==> src/sv/ita2rf_pkg.sv <==
// ita2rf_pkg: types, codes and the ITA2 lookup table for the RTTY framer.
// Used by ita2rf_decode and ita2_rtty_framer; depends on nothing.
package ita2rf_pkg;

	typedef struct packed {
		logic [1:0] mode;
		logic [7:0] char_code;
	} in_item_t;

	typedef struct packed {
		logic        level;
		logic [18:0] duration_samples;
		logic        last;
	} out_item_t;

	// one decoded word: an idle mark, or up to three frames
	typedef struct packed {
		logic            is_idle;
		logic [1:0]      nframes;
		logic [2:0][4:0] codes;
	} job_t;

	typedef struct packed {
		logic       figs;
		logic [4:0] code;
	} lookup_t;

	localparam logic [1:0] MODE_CHAR  = 2'd0;
	localparam logic [1:0] MODE_BEGIN = 2'd1;
	localparam logic [1:0] MODE_END   = 2'd2;

	localparam logic [4:0] CODE_FIGS  = 5'd27;
	localparam logic [4:0] CODE_LTRS  = 5'd31;
	localparam logic [4:0] CODE_CR    = 5'd8;
	localparam logic [4:0] CODE_SPACE = 5'd4;

	localparam logic [7:0] ASCII_LF = 8'd10;
	localparam logic [7:0] ASCII_CR = 8'd13;
	localparam logic [7:0] ASCII_LC_A = 8'd97;
	localparam logic [7:0] ASCII_LC_Z = 8'd122;

	// element index within a frame
	localparam logic [2:0] EL_START = 3'd0;
	localparam logic [2:0] EL_STOP  = 3'd6;

	// letters table first, then figures; anything else goes as a space
	function automatic lookup_t ita2_lookup(input logic [7:0] ch);
		lookup_t r;
		r.figs = 1'b0;
		r.code = CODE_SPACE;
		case (ch)
			8'd69: r.code = 5'd1;   // E
			8'd10: r.code = 5'd2;   // LF
			8'd65: r.code = 5'd3;   // A
			8'd32: r.code = 5'd4;   // space
			8'd83: r.code = 5'd5;   // S
			8'd73: r.code = 5'd6;   // I
			8'd85: r.code = 5'd7;   // U
			8'd13: r.code = 5'd8;   // CR
			8'd68: r.code = 5'd9;   // D
			8'd82: r.code = 5'd10;  // R
			8'd74: r.code = 5'd11;  // J
			8'd78: r.code = 5'd12;  // N
			8'd70: r.code = 5'd13;  // F
			8'd67: r.code = 5'd14;  // C
			8'd75: r.code = 5'd15;  // K
			8'd84: r.code = 5'd16;  // T
			8'd90: r.code = 5'd17;  // Z
			8'd76: r.code = 5'd18;  // L
			8'd87: r.code = 5'd19;  // W
			8'd72: r.code = 5'd20;  // H
			8'd89: r.code = 5'd21;  // Y
			8'd80: r.code = 5'd22;  // P
			8'd81: r.code = 5'd23;  // Q
			8'd79: r.code = 5'd24;  // O
			8'd66: r.code = 5'd25;  // B
			8'd71: r.code = 5'd26;  // G
			8'd77: r.code = 5'd28;  // M
			8'd88: r.code = 5'd29;  // X
			8'd86: r.code = 5'd30;  // V
			8'd51: begin r.figs = 1'b1; r.code = 5'd1;  end // 3
			8'd45: begin r.figs = 1'b1; r.code = 5'd3;  end // -
			8'd39: begin r.figs = 1'b1; r.code = 5'd5;  end // '
			8'd56: begin r.figs = 1'b1; r.code = 5'd6;  end // 8
			8'd55: begin r.figs = 1'b1; r.code = 5'd7;  end // 7
			8'd36: begin r.figs = 1'b1; r.code = 5'd9;  end // $
			8'd52: begin r.figs = 1'b1; r.code = 5'd10; end // 4
			8'd7:  begin r.figs = 1'b1; r.code = 5'd11; end // bell
			8'd44: begin r.figs = 1'b1; r.code = 5'd12; end // ,
			8'd33: begin r.figs = 1'b1; r.code = 5'd13; end // !
			8'd58: begin r.figs = 1'b1; r.code = 5'd14; end // :
			8'd40: begin r.figs = 1'b1; r.code = 5'd15; end // (
			8'd53: begin r.figs = 1'b1; r.code = 5'd16; end // 5
			8'd34: begin r.figs = 1'b1; r.code = 5'd17; end // "
			8'd41: begin r.figs = 1'b1; r.code = 5'd18; end // )
			8'd50: begin r.figs = 1'b1; r.code = 5'd19; end // 2
			8'd35: begin r.figs = 1'b1; r.code = 5'd20; end // #
			8'd54: begin r.figs = 1'b1; r.code = 5'd21; end // 6
			8'd48: begin r.figs = 1'b1; r.code = 5'd22; end // 0
			8'd49: begin r.figs = 1'b1; r.code = 5'd23; end // 1
			8'd57: begin r.figs = 1'b1; r.code = 5'd24; end // 9
			8'd63: begin r.figs = 1'b1; r.code = 5'd25; end // ?
			8'd38: begin r.figs = 1'b1; r.code = 5'd26; end // &
			8'd46: begin r.figs = 1'b1; r.code = 5'd28; end // .
			8'd47: begin r.figs = 1'b1; r.code = 5'd29; end // /
			8'd59: begin r.figs = 1'b1; r.code = 5'd30; end // ;
			default: begin
				r.figs = 1'b0;
				r.code = CODE_SPACE;
			end
		endcase
		return r;
	endfunction

endpackage

==> src/sv/ita2_rtty_framer.sv <==
// ita2_rtty_framer: ITA2 RTTY line framer, top level.
// Depends on ita2rf_pkg and ita2rf_decode.
//
// Each accepted word (begin message, end message or one ASCII byte) becomes a
// run of line elements, issued one per clock from a registered element
// sequencer: begin and end give one idle mark; a character gives 7, 14
// or 21 elements (optional shift frame, the character frame, and a CR frame
// after LF); an LF straight after a CR gives nothing. The next word is taken
// in the cycle the current one's last element is issued. The sequencer holds
// while the output register carries a stalled element. Length registers
// reading zero act as one sample. Registers sit at APB byte addresses 0, 4
// and 8.
module ita2_rtty_framer (
	input  logic                  clk,
	input  logic                  arst_n,
	input  logic                  in_valid,
	output logic                  in_stall,
	input  ita2rf_pkg::in_item_t  in_data,
	output logic                  out_valid,
	input  logic                  out_stall,
	output ita2rf_pkg::out_item_t out_data,
	input  logic                  psel,
	input  logic                  penable,
	input  logic                  pwrite,
	input  logic [3:0]            paddr,
	input  logic [31:0]           pwdata,
	output logic [31:0]           prdata,
	output logic                  pready
);
	import ita2rf_pkg::*;

	localparam logic [1:0] REG_BIT  = 2'd0;
	localparam logic [1:0] REG_STOP = 2'd1;
	localparam logic [1:0] REG_IDLE = 2'd2;

	logic [14:0] bit_samples_q;
	logic [14:0] stop_samples_q;
	logic [18:0] idle_samples_q;
	logic        cfg_wr;

	logic        figs_shift_q;
	logic        after_cr_q;
	logic        figs_shift_nx;
	logic        after_cr_nx;
	logic        has_job;
	job_t        job_nx;

	logic        job_valid_q;
	job_t        job_q;
	logic [1:0]  frame_q;
	logic [2:0]  el_q;

	logic        out_valid_q;
	out_item_t   out_data_q;

	logic        out_free;
	logic        emit;
	logic        el_last;
	logic        job_done;
	logic        in_acc;
	logic [4:0]  cur_code;
	logic [4:0]  code_shift;
	logic [18:0] bit_len;
	logic [18:0] stop_len;
	logic [18:0] idle_len;
	out_item_t   elem;

	// configuration port
	assign pready = 1'b1;
	assign cfg_wr = psel && penable && pwrite;

	always_ff @(posedge clk or negedge arst_n) begin
		if (!arst_n) begin
			bit_samples_q  <= 15'd176;
			stop_samples_q <= 15'd264;
			idle_samples_q <= 19'd3520;
		end else if (cfg_wr) begin
			case (paddr[3:2])
				REG_BIT:  bit_samples_q  <= pwdata[14:0];
				REG_STOP: stop_samples_q <= pwdata[14:0];
				REG_IDLE: idle_samples_q <= pwdata[18:0];
				default:  ;
			endcase
		end
	end

	always_comb begin
		case (paddr[3:2])
			REG_BIT:  prdata = {17'd0, bit_samples_q};
			REG_STOP: prdata = {17'd0, stop_samples_q};
			REG_IDLE: prdata = {13'd0, idle_samples_q};
			default:  prdata = 32'd0;
		endcase
	end

	ita2rf_decode u_decode (
		.item          (in_data),
		.figs_shift    (figs_shift_q),
		.after_cr      (after_cr_q),
		.has_job       (has_job),
		.job           (job_nx),
		.figs_shift_nx (figs_shift_nx),
		.after_cr_nx   (after_cr_nx)
	);

	// element sequencer
	assign out_free = !out_valid_q || !out_stall;
	assign emit     = job_valid_q && out_free;
	assign el_last  = job_q.is_idle ||
	                  ((el_q == EL_STOP) && (frame_q == job_q.nframes - 2'd1));
	assign job_done = emit && el_last;
	assign in_stall = job_valid_q && !job_done;
	assign in_acc   = in_valid && !in_stall;

	always_comb begin
		case (frame_q)
			2'd0:    cur_code = job_q.codes[0];
			2'd1:    cur_code = job_q.codes[1];
			2'd2:    cur_code = job_q.codes[2];
			default: cur_code = job_q.codes[2];
		endcase
	end

	assign code_shift = cur_code >> (el_q - 3'd1);
	assign bit_len    = (bit_samples_q == 15'd0) ? 19'd1 : {4'd0, bit_samples_q};
	assign stop_len   = (stop_samples_q == 15'd0) ? 19'd1 : {4'd0, stop_samples_q};
	assign idle_len   = (idle_samples_q == 19'd0) ? 19'd1 : idle_samples_q;

	always_comb begin
		elem.last = el_last;
		if (job_q.is_idle) begin
			elem.level            = 1'b1;
			elem.duration_samples = idle_len;
		end else begin
			case (el_q)
				EL_START: begin
					elem.level            = 1'b0;
					elem.duration_samples = bit_len;
				end
				3'd1, 3'd2, 3'd3, 3'd4, 3'd5: begin
					elem.level            = code_shift[0];
					elem.duration_samples = bit_len;
				end
				default: begin
					elem.level            = 1'b1;
					elem.duration_samples = stop_len;
				end
			endcase
		end
	end

	always_ff @(posedge clk or negedge arst_n) begin
		if (!arst_n) begin
			figs_shift_q <= 1'b0;
			after_cr_q   <= 1'b0;
			job_valid_q  <= 1'b0;
			frame_q      <= 2'd0;
			el_q         <= EL_START;
		end else begin
			if (in_acc) begin
				figs_shift_q <= figs_shift_nx;
				after_cr_q   <= after_cr_nx;
			end
			if (in_acc && has_job) begin
				job_valid_q <= 1'b1;
				frame_q     <= 2'd0;
				el_q        <= EL_START;
			end else if (job_done) begin
				job_valid_q <= 1'b0;
			end else if (emit) begin
				if (el_q == EL_STOP) begin
					el_q    <= EL_START;
					frame_q <= frame_q + 2'd1;
				end else begin
					el_q <= el_q + 3'd1;
				end
			end
		end
	end

	always_ff @(posedge clk) begin
		if (in_acc && has_job)
			job_q <= job_nx;
	end

	// output register
	always_ff @(posedge clk or negedge arst_n) begin
		if (!arst_n) begin
			out_valid_q <= 1'b0;
		end else if (emit) begin
			out_valid_q <= 1'b1;
		end else if (!out_stall) begin
			out_valid_q <= 1'b0;
		end
	end

	always_ff @(posedge clk) begin
		if (emit)
			out_data_q <= elem;
	end

	assign out_valid = out_valid_q;
	assign out_data  = out_data_q;

endmodule

==> src/sv/ita2rf_decode.sv <==
// ita2rf_decode: folds one input word and the shift/CR state into a frame job.
// Depends on ita2rf_pkg.
module ita2rf_decode (
	input  ita2rf_pkg::in_item_t item,
	input  logic                 figs_shift,
	input  logic                 after_cr,
	output logic                 has_job,
	output ita2rf_pkg::job_t     job,
	output logic                 figs_shift_nx,
	output logic                 after_cr_nx
);
	import ita2rf_pkg::*;

	logic [7:0] folded;
	logic [7:0] upper;
	logic       swallow;
	logic       is_lf;
	lookup_t    lk;

	assign folded  = (item.char_code == ASCII_CR) ? ASCII_LF : item.char_code;
	assign upper   = (folded >= ASCII_LC_A && folded <= ASCII_LC_Z) ?
	                 folded - 8'd32 : folded;
	assign lk      = ita2_lookup(upper);
	assign is_lf   = (upper == ASCII_LF);
	assign swallow = (item.char_code == ASCII_LF) && after_cr;

	always_comb begin
		has_job       = 1'b0;
		job           = '0;
		figs_shift_nx = figs_shift;
		after_cr_nx   = after_cr;
		case (item.mode)
			MODE_BEGIN: begin
				has_job       = 1'b1;
				job.is_idle   = 1'b1;
				job.nframes   = 2'd1;
				figs_shift_nx = 1'b0;
				after_cr_nx   = 1'b0;
			end
			MODE_END: begin
				has_job     = 1'b1;
				job.is_idle = 1'b1;
				job.nframes = 2'd1;
			end
			MODE_CHAR: begin
				after_cr_nx = (item.char_code == ASCII_CR);
				if (!swallow) begin
					has_job = 1'b1;
					figs_shift_nx = lk.figs;
					if (lk.figs != figs_shift) begin
						job.codes[0] = lk.figs ? CODE_FIGS : CODE_LTRS;
						job.codes[1] = lk.code;
						job.codes[2] = CODE_CR;
						job.nframes  = is_lf ? 2'd3 : 2'd2;
					end else begin
						job.codes[0] = lk.code;
						job.codes[1] = CODE_CR;
						job.nframes  = is_lf ? 2'd2 : 2'd1;
					end
				end
			end
			default: begin
				has_job = 1'b0;
			end
		endcase
	end

endmodule
==> config.mk <==
export PLATFORM = sky130hd
export DESIGN_NAME = ita2_rtty_framer
export DESIGN_NICKNAME = d
export VERILOG_FILES = /design/src/sv/ita2rf_pkg.sv /design/src/sv/ita2_rtty_framer.sv /design/src/sv/ita2rf_decode.sv
export SDC_FILE = /design/constraint.sdc
export NUM_CORES = 1
export LEC_CHECK = 0
export BUFFER_PORTS_ARGS = -buffer_cell sky130_fd_sc_hd__buf_2
export CORE_ASPECT_RATIO = 1.75
export CORE_UTILIZATION = 42
export DETAILED_ROUTE_END_ITERATION = 12
export GPL_TIMING_DRIVEN = 0
export PLACE_DENSITY = 0.73
export SYNTH_ARGS = -nofsm -noshare
export SYNTH_HDL_FRONTEND = slang
export SYNTH_SLANG_ARGS = --single-unit
==> constraint.sdc <==
create_clock -name clk -period 3.6 [get_ports clk]
set_clock_uncertainty 0.05 [all_clocks]
set_input_delay 0.72 -clock clk [delete_from_list [all_inputs] [get_ports clk]]
set_output_delay 0.72 -clock clk [all_outputs]
set_load 0.02 [all_outputs]
---- Yosys cells after proc, flatten, opt, wreduce, memory -nomap -nowiden ----
Cells that the tools add are included.
Widths: inputs -> output; s select.
cells by class
  $add $sub $neg .......................... 5
  magnitude comparators ................... 2
  equality and inequality tests ........... 72
  shift-type cells ........................ 1
  mux-type cells .......................... 37
  bitwise logic cells ..................... 2
  reductions and logical operators ........ 65
operators by type and width
  operator            count
  $eq 8x7->1 const B  26
  $eq 8x6->1 const B  25
  $pmux 5 s28         1
  $pmux 19 s3         1
  $reduce_or 2->1     28
  $pmux 20 s2         1
  $mux 19             2
  $eq 8x4->1 const B  4
  $logic_not 15->1    2
  $mux 15             2
  $reduce_or 26->1    1
  $logic_not 19->1    1
  $mux 17             1
  $mux 8              2
  $mux 3              5
  $mux 2              6
  $logic_and 1x1->1   10
  $mux 10             1
  $pmux 5 s2          1
  $reduce_and 2->1    5
  $eq 3x3->1 const B  3
  $mux 1              9
  $eq 8x3->1 const B  1
  $ge 8x7->1 const B  1
  other kinds (27)    45
word-level totals
  register bits ........................... 97
  input bits .............................. 53
  output and inout port bits .............. 56
  word-level logic and storage cells ...... 202

---- Logic depth before layout (Yosys ltp) ----
Gate-level depths: netlist (run 1).
  depth in word-level cells ............... 12
  mapped depth ............................ 11
  mapped depth without buffers ............ 10

---- By module ----
Synthesis (run 1) repeated with hierarchy kept, for this count alone.
second synthesis, totals
  cells, all modules ...................... 639
  area, all modules ....................... 6,344.8 um2
by module, submodules not included
  module            instances  cells an instance  area each (um2)  seq. area each (um2)
  ita2_rtty_framer  1          372                4,662.0          2,635.0
  ita2rf_decode     1          267                1,682.9          0.0

---- Worst setup path before layout (run 1) ----
No wires, ideal clock.
  path type ............................... input -> register
  start ................................... in in_data[0] (netlist name)
  end ..................................... reg job_q[0] (netlist name) (enable)
  setup time .............................. 416 ps
  data arrival time ....................... 2,802 ps
  required time ........................... 3,134 ps
  setup slack ............................. 332 ps
  stages .................................. 7
  path buffers ............................ 2
  cell sequence ........................... buf_6 -> clkbuf_1 -> nor2b_1 -> nand4_1 -> and2_1 -> nor2_1 -> nor3_1
on the way
  word-level cells in the longest chain between the ends .. 5
RTL lines
  item                  RTL line                 source
  start, declared       ita2_rtty_framer.sv:18   input ita2rf_pkg::in_item_t in_data,
  $eq 8x4->1            ita2rf_decode.sv:25      assign swallow = (item.char_code == ASCII_LF) && after_cr;
  $logic_and 1x1->1     ita2rf_decode.sv:25
  $mux 1                ita2rf_decode.sv:47      if (!swallow) begin
  $pmux 1 s2            ita2rf_decode.sv:32      case (item.mode)
  $logic_and 1x1->1     ita2_rtty_framer.sv:182  if (in_acc && has_job)
  end signal, assigned  ita2_rtty_framer.sv:183  job_q <= job_nx;
  end, declared         ita2_rtty_framer.sv:49   job_t job_q;
No other way between the ends.
A chain may end at the register's enable or synchronous reset.

---- Worst setup path in the final report (run 1) ----
  start ................................... in in_data[1] (netlist name)
  end ..................................... reg job_q[2] (netlist name) (data pin)
on the way
  word-level cells in the longest chain between the ends .. 10
  elaborated cells between the ends (all ways) .. 96
  those cells by class .................... add/sub: 1; order compare: 2; eq/ne: 57; mux: 6; reduce/logical: 30
RTL lines
  item                                      RTL line                                  source
  $eq 8x4->1                                ita2rf_decode.sv:20                       assign folded = (item.char_code == ASCII_CR) ? ASCII_LF : item.char_code;
  $mux 8                                    ita2rf_decode.sv:20
  $ge 8x7->1 or $le 8x7->1 (tied branches)  ita2rf_decode.sv:21                       assign upper = (folded >= ASCII_LC_A && folded <= ASCII_LC_Z) ?
  $logic_and 1x1->1                         ita2rf_decode.sv:21
  $mux 8                                    ita2rf_decode.sv:21
  $eq 8x6->1 or $eq 8x3->1 (tied branches)  ita2rf_pkg.sv:51                          case (ch)
  $reduce_or 26->1 (no source line)         n/a
  $mux 1                                    ita2rf_pkg.sv:51
  $mux 3 or $ne 1x1->1 (tied branches)      ita2rf_decode.sv:51, ita2rf_decode.sv:50
  $mux 10                                   ita2rf_decode.sv:50                       if (lk.figs != figs_shift) begin
Parallel ways exist; a longest one is shown, timed or not.

==> results of run 1 <==
[stage by stage]
| stage | instance area [um2] | TNS (ns) | instances | total power [W] | hold WS [ns] |
|---|---|---|---|---|---|
| 5_1_grt | 6840 | 0 | 877 | 0.00387 | 0.445 |
| 6_report | 6840 | 0 | 877 | 0.00368 | 0.383 |
| 4_1_cts | 6830 | 0 | 877 | 0.00369 | 0.437 |
| 3_5_place_dp | 6560 | -0.774 | 861 | 0.00282 | 0.421 |
| 2_1_floorplan | 5950 | 0 | 609 | 0.00242 | 0.374 |
| 3_3_place_gp | 6540 | -7.29 | 860 | 0.00277 | 0.403 |
[sequential cells by signal, indices dropped and copies added, names as in the netlist]
register and count:
job_q 14, stop_samples_q 15, frame_q 2, job_valid_q 1
out_valid 1, out_data 21, el_q 3, after_cr_q 1
bit_samples_q 15, idle_samples_q 19, figs_shift_q 1
[synth_stat cells, drive strengths merged (4+ instances only)]
library cell,instances,share of area
edfxtp,35,0.18
nand3,8,0.0068
clkbuf,19,0.012
a22oi,4,0.0051
nand4,6,0.0064
o21ai,50,0.042
a31oi,8,0.0095
nand2,51,0.032
ha,12,0.025
a211oi,5,0.0064
buf,30,0.033
o211ai,8,0.010
dfstp,10,0.045
inv,23,0.015
nor4,15,0.016
xnor2,4,0.0072
o32ai,4,0.0085
nor3b,6,0.0085
nor3,13,0.013
mux2i,32,0.054
a21oi,26,0.022
mux2,49,0.093
o31ai,4,0.0074
dfrtp,48,0.20
nand3b,4,0.0051
nand2b,16,0.017
nor2b,10,0.011
nor2,40,0.025
and2,11,0.012
[worst max path at each step]
stage	startpoint	end	slack [ns]	depth (start not counted)
2_1_floorplan	in_data[0]	job_q[0]$_SDFFCE_PN0P_	0.33	7
3_3_place_gp	in_data[2]	job_q[6]$_SDFFCE_PP0P_	-0.38	8
3_5_place_dp	in_data[5]	job_q[7]$_SDFFCE_PP0P_	-0.24	11
4_1_cts	in_data[5]	job_q[7]$_SDFFCE_PP0P_	0.10	11
5_1_grt	in_data[5]	job_q[15]$_DFFE_PP_	0.1	12
6_report	in_data[1]	job_q[2]$_SDFFCE_PN0P_	0.28	9
[worst max-delay path, delay by kind of cell]
| kind | cells | cell delay, ns |
|---|---|---|
| compound gates | 3 | 0.90 |
| buf+inv | 4 | 1.39 |
| simple gates | 2 | 0.35 |
[power groups by stage]
| stage | logic, W | registers (W) | clock network (W) |
|---|---|---|---|
| after global routing | 0.00133 | 0.00161 | 0.000930 |
| after floorplan | 0.000799 | 0.00162 | 0 |
| after CTS | 0.00122 | 0.00158 | 0.000884 |
| after global placement | 0.00119 | 0.00159 | 0 |
| after detailed placement | 0.00122 | 0.00160 | 0 |
| final | 0.00123 | 0.00158 | 0.000873 |
[metal layers]
| metal | vias to the layer above | GRT usage | share of wire | wire [um] |
|---|---|---|---|---|
| met5 | - | 0 | 0 | 0 |
| met4 | 0 | 0.167 | 0.065 | 1110 |
| met3 | 63 | 0.0307 | 0.052 | 892 |
| met1 | 2445 | 0.237 | 0.34 | 5860 |
| li1 | 2348 | - | - | - |
| met2 | 244 | 0.442 | 0.54 | 9170 |
[logic make-up (layout without fill, tap and decap cells)]
family / Yosys count / after routing
and+or+nand+nor: 197 / 197
muxes: 81 / 81
other: 2 / 14
xor gates and xnor gates: 4 / 4
DFF: 93 / 93
adders and majority gates: 12 / 12
buffers and inverters: 72 / 163
AOI/OAI and AO/OA: 136 / 136
[layout make-up]
class / count / area [um2] / area share
inverter: 23 / 86.3 / 0.0126
tap: 177 / 221 / 0.0324
buffer: 49 / 265 / 0.0388
timing repair buffer: 75 / 384 / 0.0561
sequential: 93 / 2510 / 0.367
clock buffer: 9 / 225 / 0.0329
multi-input combinational: 444 / 3100 / 0.453
clock inverter: 7 / 48.8 / 0.00713
==> results.toml, run 1 <==
[logic_synthesis]
synth_edf_count = 35
netlist_area_um2 = 5900
yosysWarnings = 0
synth_top_family_by_area = "simple AND/OR/NAND/NOR gates"
ys_seq_area_frac = 0.426
synth_async_sr_flop_share = 0.624
synth_cell_types = 69
synth-main-ff-cell = "dfrtp_1"
synth-simple-area-share = 0.175
ys_ff_latch = 93
synth_xor_area_frac = 0.00721
synthCells = 597
synth.area.mux_share = 0.148
synth_adder_area_share = 0.0254
synth-compound-area-share = 0.157
synth.avg_cell_area_um2 = 9.89

[clock_network]
cts_resized = 0
cts_buffers = 9
cts_setup_buffers = 0
cts_hold_buf = 0
insertion_delay_ns = 0.34
cts_tree = "done"
path_clk_slew_ns = 0.07
clock-sinks = 93
htreeDepth = 3
root_buffer = "clkbuf_16"
clock_path_buffers = 2

[status]
outcome = "complete, no violations"

[setup_path]
startpoint_type = "primary input"
crit_slowest_cell = "o21ai_0"
worstPathCellList = "buf_2, clkbuf_1, buf_1, clkbuf_1, nor4_1, o21ai_0, nand4_1, o31ai_1, a31oi_2"
crit_top_cell = "clkbuf_1"
end_kind = "flop"
worstPathArrival_ns = 3.36
critPathKind = "in -> reg"
r2r_slack_ns = 0.64
r2r-start = "el_q[0]$_DFFE_PN0P_"
reg2reg_depth = 8
cp_max_fo = 10
reg2reg_to = "out_data[5]$_DFFE_PP_"
cpPeakStageDelay_ns = 0.50
cp_data_required_time_ns = 3.64

[global_routing]
grt-ovfl-total = 0
grt_max_degree = 59
grt_first_pass_wirelength_mm = 26.6
grt_pass1_vias = 5063
grt_usage = 0.238
antenna_found_initial = 0

[die]
rows = 57
start_util = 0.427
die_y_um = 159
ios = 109
core_area_um2 = 13800
dieArea_um2 = 14600
fp.dieW_um = 91.6

[drt]
totalWireLength_mm = 17.0
ant_nets = 0
firstDrtPassIters = 5
wire_per_inst_um = 19.4
drt_iter0_drc = 291
vias = 5100
avgViaCountPerCell = 5.82
drc_errors = 0

[sta]
slew_headroom = 0.199
fin_crit_ns = 3.32
finalHoldViolCount = 0
rsz0062_at_grt = "no"
max_freq_ghz = 0.301
slew_violations = 0
setup_slack_ns = 0.278
post-route-period-util = 0.923
finalSetupViolCount = 0
worstMarginPinSlew_ns = 1.19

[placement]
pre_cts_slack_ns = -0.237
numPortBuffers = 74
gp_congestion = 0.979
dp_hpwl_mm = 13.1

[power_and_ir_drop]
p_switching_w = 0.00133
p_leak_nw = 2.85
internal_power_w = 0.00235
ir_drop_mv = 0.261
power.density_nw_per_um2 = 538
power_frac_comb = 0.333
pwr-share-clk = 0.237
seqPwrFrac = 0.430
p_sw_frac = 0.362

[layout]
mostFrequentLayoutCells = "81 x buf_2, 51 x nand2_1, 49 x o21ai_0, 49 x mux2_2, 48 x dfrtp_1"
diodes = 0
drive_above_1_share = 0.276
fillerInstances = 1268
utilization = 0.495
nets = 760
syn_to_final_growth_pct = 15.9
layout_commonest_cell = "buf_2"

[min_path]
hp-class = "in -> async"

[flow_run]
max_cap_viol_count = 0
(Power assumes the default switching activity.)
==> run 2, diff against run 1 <==
CELL_PAD_IN_SITES_DETAIL_PLACEMENT = 0   (was not set)
CELL_PAD_IN_SITES_GLOBAL_PLACEMENT = 1   (was not set)
CORE_ASPECT_RATIO = 0.75   (was 1.75)
PLACE_DENSITY = 0.88   (was 0.73)
clock period = 3.4 ns   (was 3.6 ns; I/O delays follow)
==> results.toml, run 2 (synthesis gave the netlist of run 1 again) <==
[drt]
drc_errors = 2
avgViaCountPerCell = 5.85
drt_iter0_drc = 556
ant_nets = 0
wire_per_inst_um = 19.2
firstDrtPassIters = 10
totalWireLength_mm = 16.9
vias = 5138

[clock_network]
htreeDepth = 3
cts_buffers = 9
clock_path_buffers = 2
cts_tree = "done"
insertion_delay_ns = 0.35
cts_hold_buf = 0
clock-sinks = 93
root_buffer = "clkbuf_16"
path_clk_slew_ns = 0.06

[sta]
rsz0062_at_grt = "no"
finalSetupViolCount = 0
slew_headroom = 0.134
fin_hold_ws_ns = 0.354
max_freq_ghz = 0.304
fin_crit_ns = 3.29
worstMarginPinSlew_ns = 1.29
finalHoldViolCount = 0
slew_violations = 0
setup-tns-final_ns = 0
post-route-period-util = 0.967

[placement]
gp_congestion = 0.956
numPortBuffers = 74
dp_hpwl_mm = 12.1
dpl_cell_area_um2 = 6550

[power_and_ir_drop]
p_leak_nw = 2.88
power.density_nw_per_um2 = 582
ir_drop_mv = 0.428

[global_routing]
grt_first_pass_wirelength_mm = 26.8
grt_max_degree = 59
grt-ovfl-total = 0
grt_usage = 0.236
grt_pass1_vias = 4901
antenna_found_initial = 1

[min_path]
hp-class = "in -> async"

[status]
violations = "DRC"
outcome = "finished with violations"

[setup_path]
end_kind = "primary output"
critPathKind = "in -> out"
startpoint_type = "primary input"
reg2reg_to = "out_data[11]$_DFFE_PP_"
cp_max_fo = 10
cp_data_required_time_ns = 2.67
r2r-start = "el_q[0]$_DFFE_PN0P_"
crit_slowest_cell = "buf_1"
worstPathCellList = "clkbuf_1, buf_1, mux2i_1, o21ai_0, buf_2"
r2r_slack_ns = 0.42
crit_path_end = "prdata[4]"
startpoint = "paddr[2]"
worstPathArrival_ns = 2.56
cpPeakStageDelay_ns = 0.67
reg2reg_depth = 8

[layout]
drive_above_1_share = 0.280
mostFrequentLayoutCells = "81 x buf_2, 51 x nand2_1, 49 x o21ai_0, 49 x mux2_2, 48 x dfrtp_1"
largest_reg_flops = 21
final_area_um2 = 6920
layout_commonest_cell = "buf_2"
syn_to_final_growth_pct = 17.1
nets = 763
diodes = 0

[die]
rows = 37
die_y_um = 105
core_area_um2 = 13700
dieArea_um2 = 14500
fp.dieW_um = 139
ios = 109
start_util = 0.431

[flow_run]
max_cap_viol_count = 0
-- run 2: changes by cell type in the layout (fill, tap and decap cells not counted), moves of 2 or more --
cell	before	now
buf_4	18	20
clkbuf_8	0	2
clkinv_2	3	0
inv_6	2	0
-- run 2: final cells by class --
cell class / instances / area, um2
Timing Repair Buffer: 78 / 419
Fill cell: 1284 / 6790
Clock inverter: 4 / 28.8
Tap cell: 175 / 219
Buffer: 49 / 267
Multi-Input combinational cell: 444 / 3100
Clock buffer: 12 / 278
Inverter: 23 / 86.3
Sequential cell: 93 / 2510
-- run 2: stage by stage --
stage	util	std cells	worst slack [ns]	total power, W
global placement	0.477	858	-0.653	0.00295
detailed placement	0.478	859	-0.408	0.00299
global route	0.505	878	0.0301	0.00422
floorplan	-	609	0.172	0.00256
CTS	0.501	875	0.181	0.00401
finish	0.505	878	0.113	0.00402
-- run 2: report_power, final --
part	switching [W]	total [W]	internal, W
Combinational	0.000806	0.00134	0.000531
Clock	0.000428	0.00101	0.000580
Sequential	0.000210	0.00168	0.00147
-- run 2: layer usage --
layer	vias to the layer above	wire (um)	GRT usage	part of all wire
li1	2370	-	-	-
met5	-	13	0	0.00077
met3	27	1450	0.0559	0.086
met4	2	211	0.0619	0.013
met1	2503	7770	0.340	0.46
met2	236	7410	0.354	0.44
-- run 2: repair_timing --
item	in CTS	in global routing
pin swaps	0	1
gates resized for setup	1	3
endpoints found under the hold margin	0	0
gates cloned	0	0
endpoints found under the setup margin	2	5
setup buffers	0	3
-- run 2: worst max-delay path: cells and delay by family --
family	cells	cell delay, ns
compound gates	1	0.34
mux	1	0.16
buf+inv	3	1.37
-- run 2: worst min path at each step --
| stage | cells past startpoint | to | startpoint |
|---|---|---|---|
| after global routing | 1 | idle_samples_q[16]$_DFFE_PN0P_ | arst_n |
| after floorplan | 0 | after_cr_q$_DFFE_PN0P_ | arst_n |
| after detailed placement | 1 | out_valid$_DFFE_PN0P_ | job_valid_q$_DFFE_PN0P_ |
| final | 1 | idle_samples_q[16]$_DFFE_PN0P_ | arst_n |
| after CTS | 1 | out_valid$_DFFE_PN0P_ | job_valid_q$_DFFE_PN0P_ |
| after global placement | 1 | out_valid$_DFFE_PN0P_ | job_valid_q$_DFFE_PN0P_ |
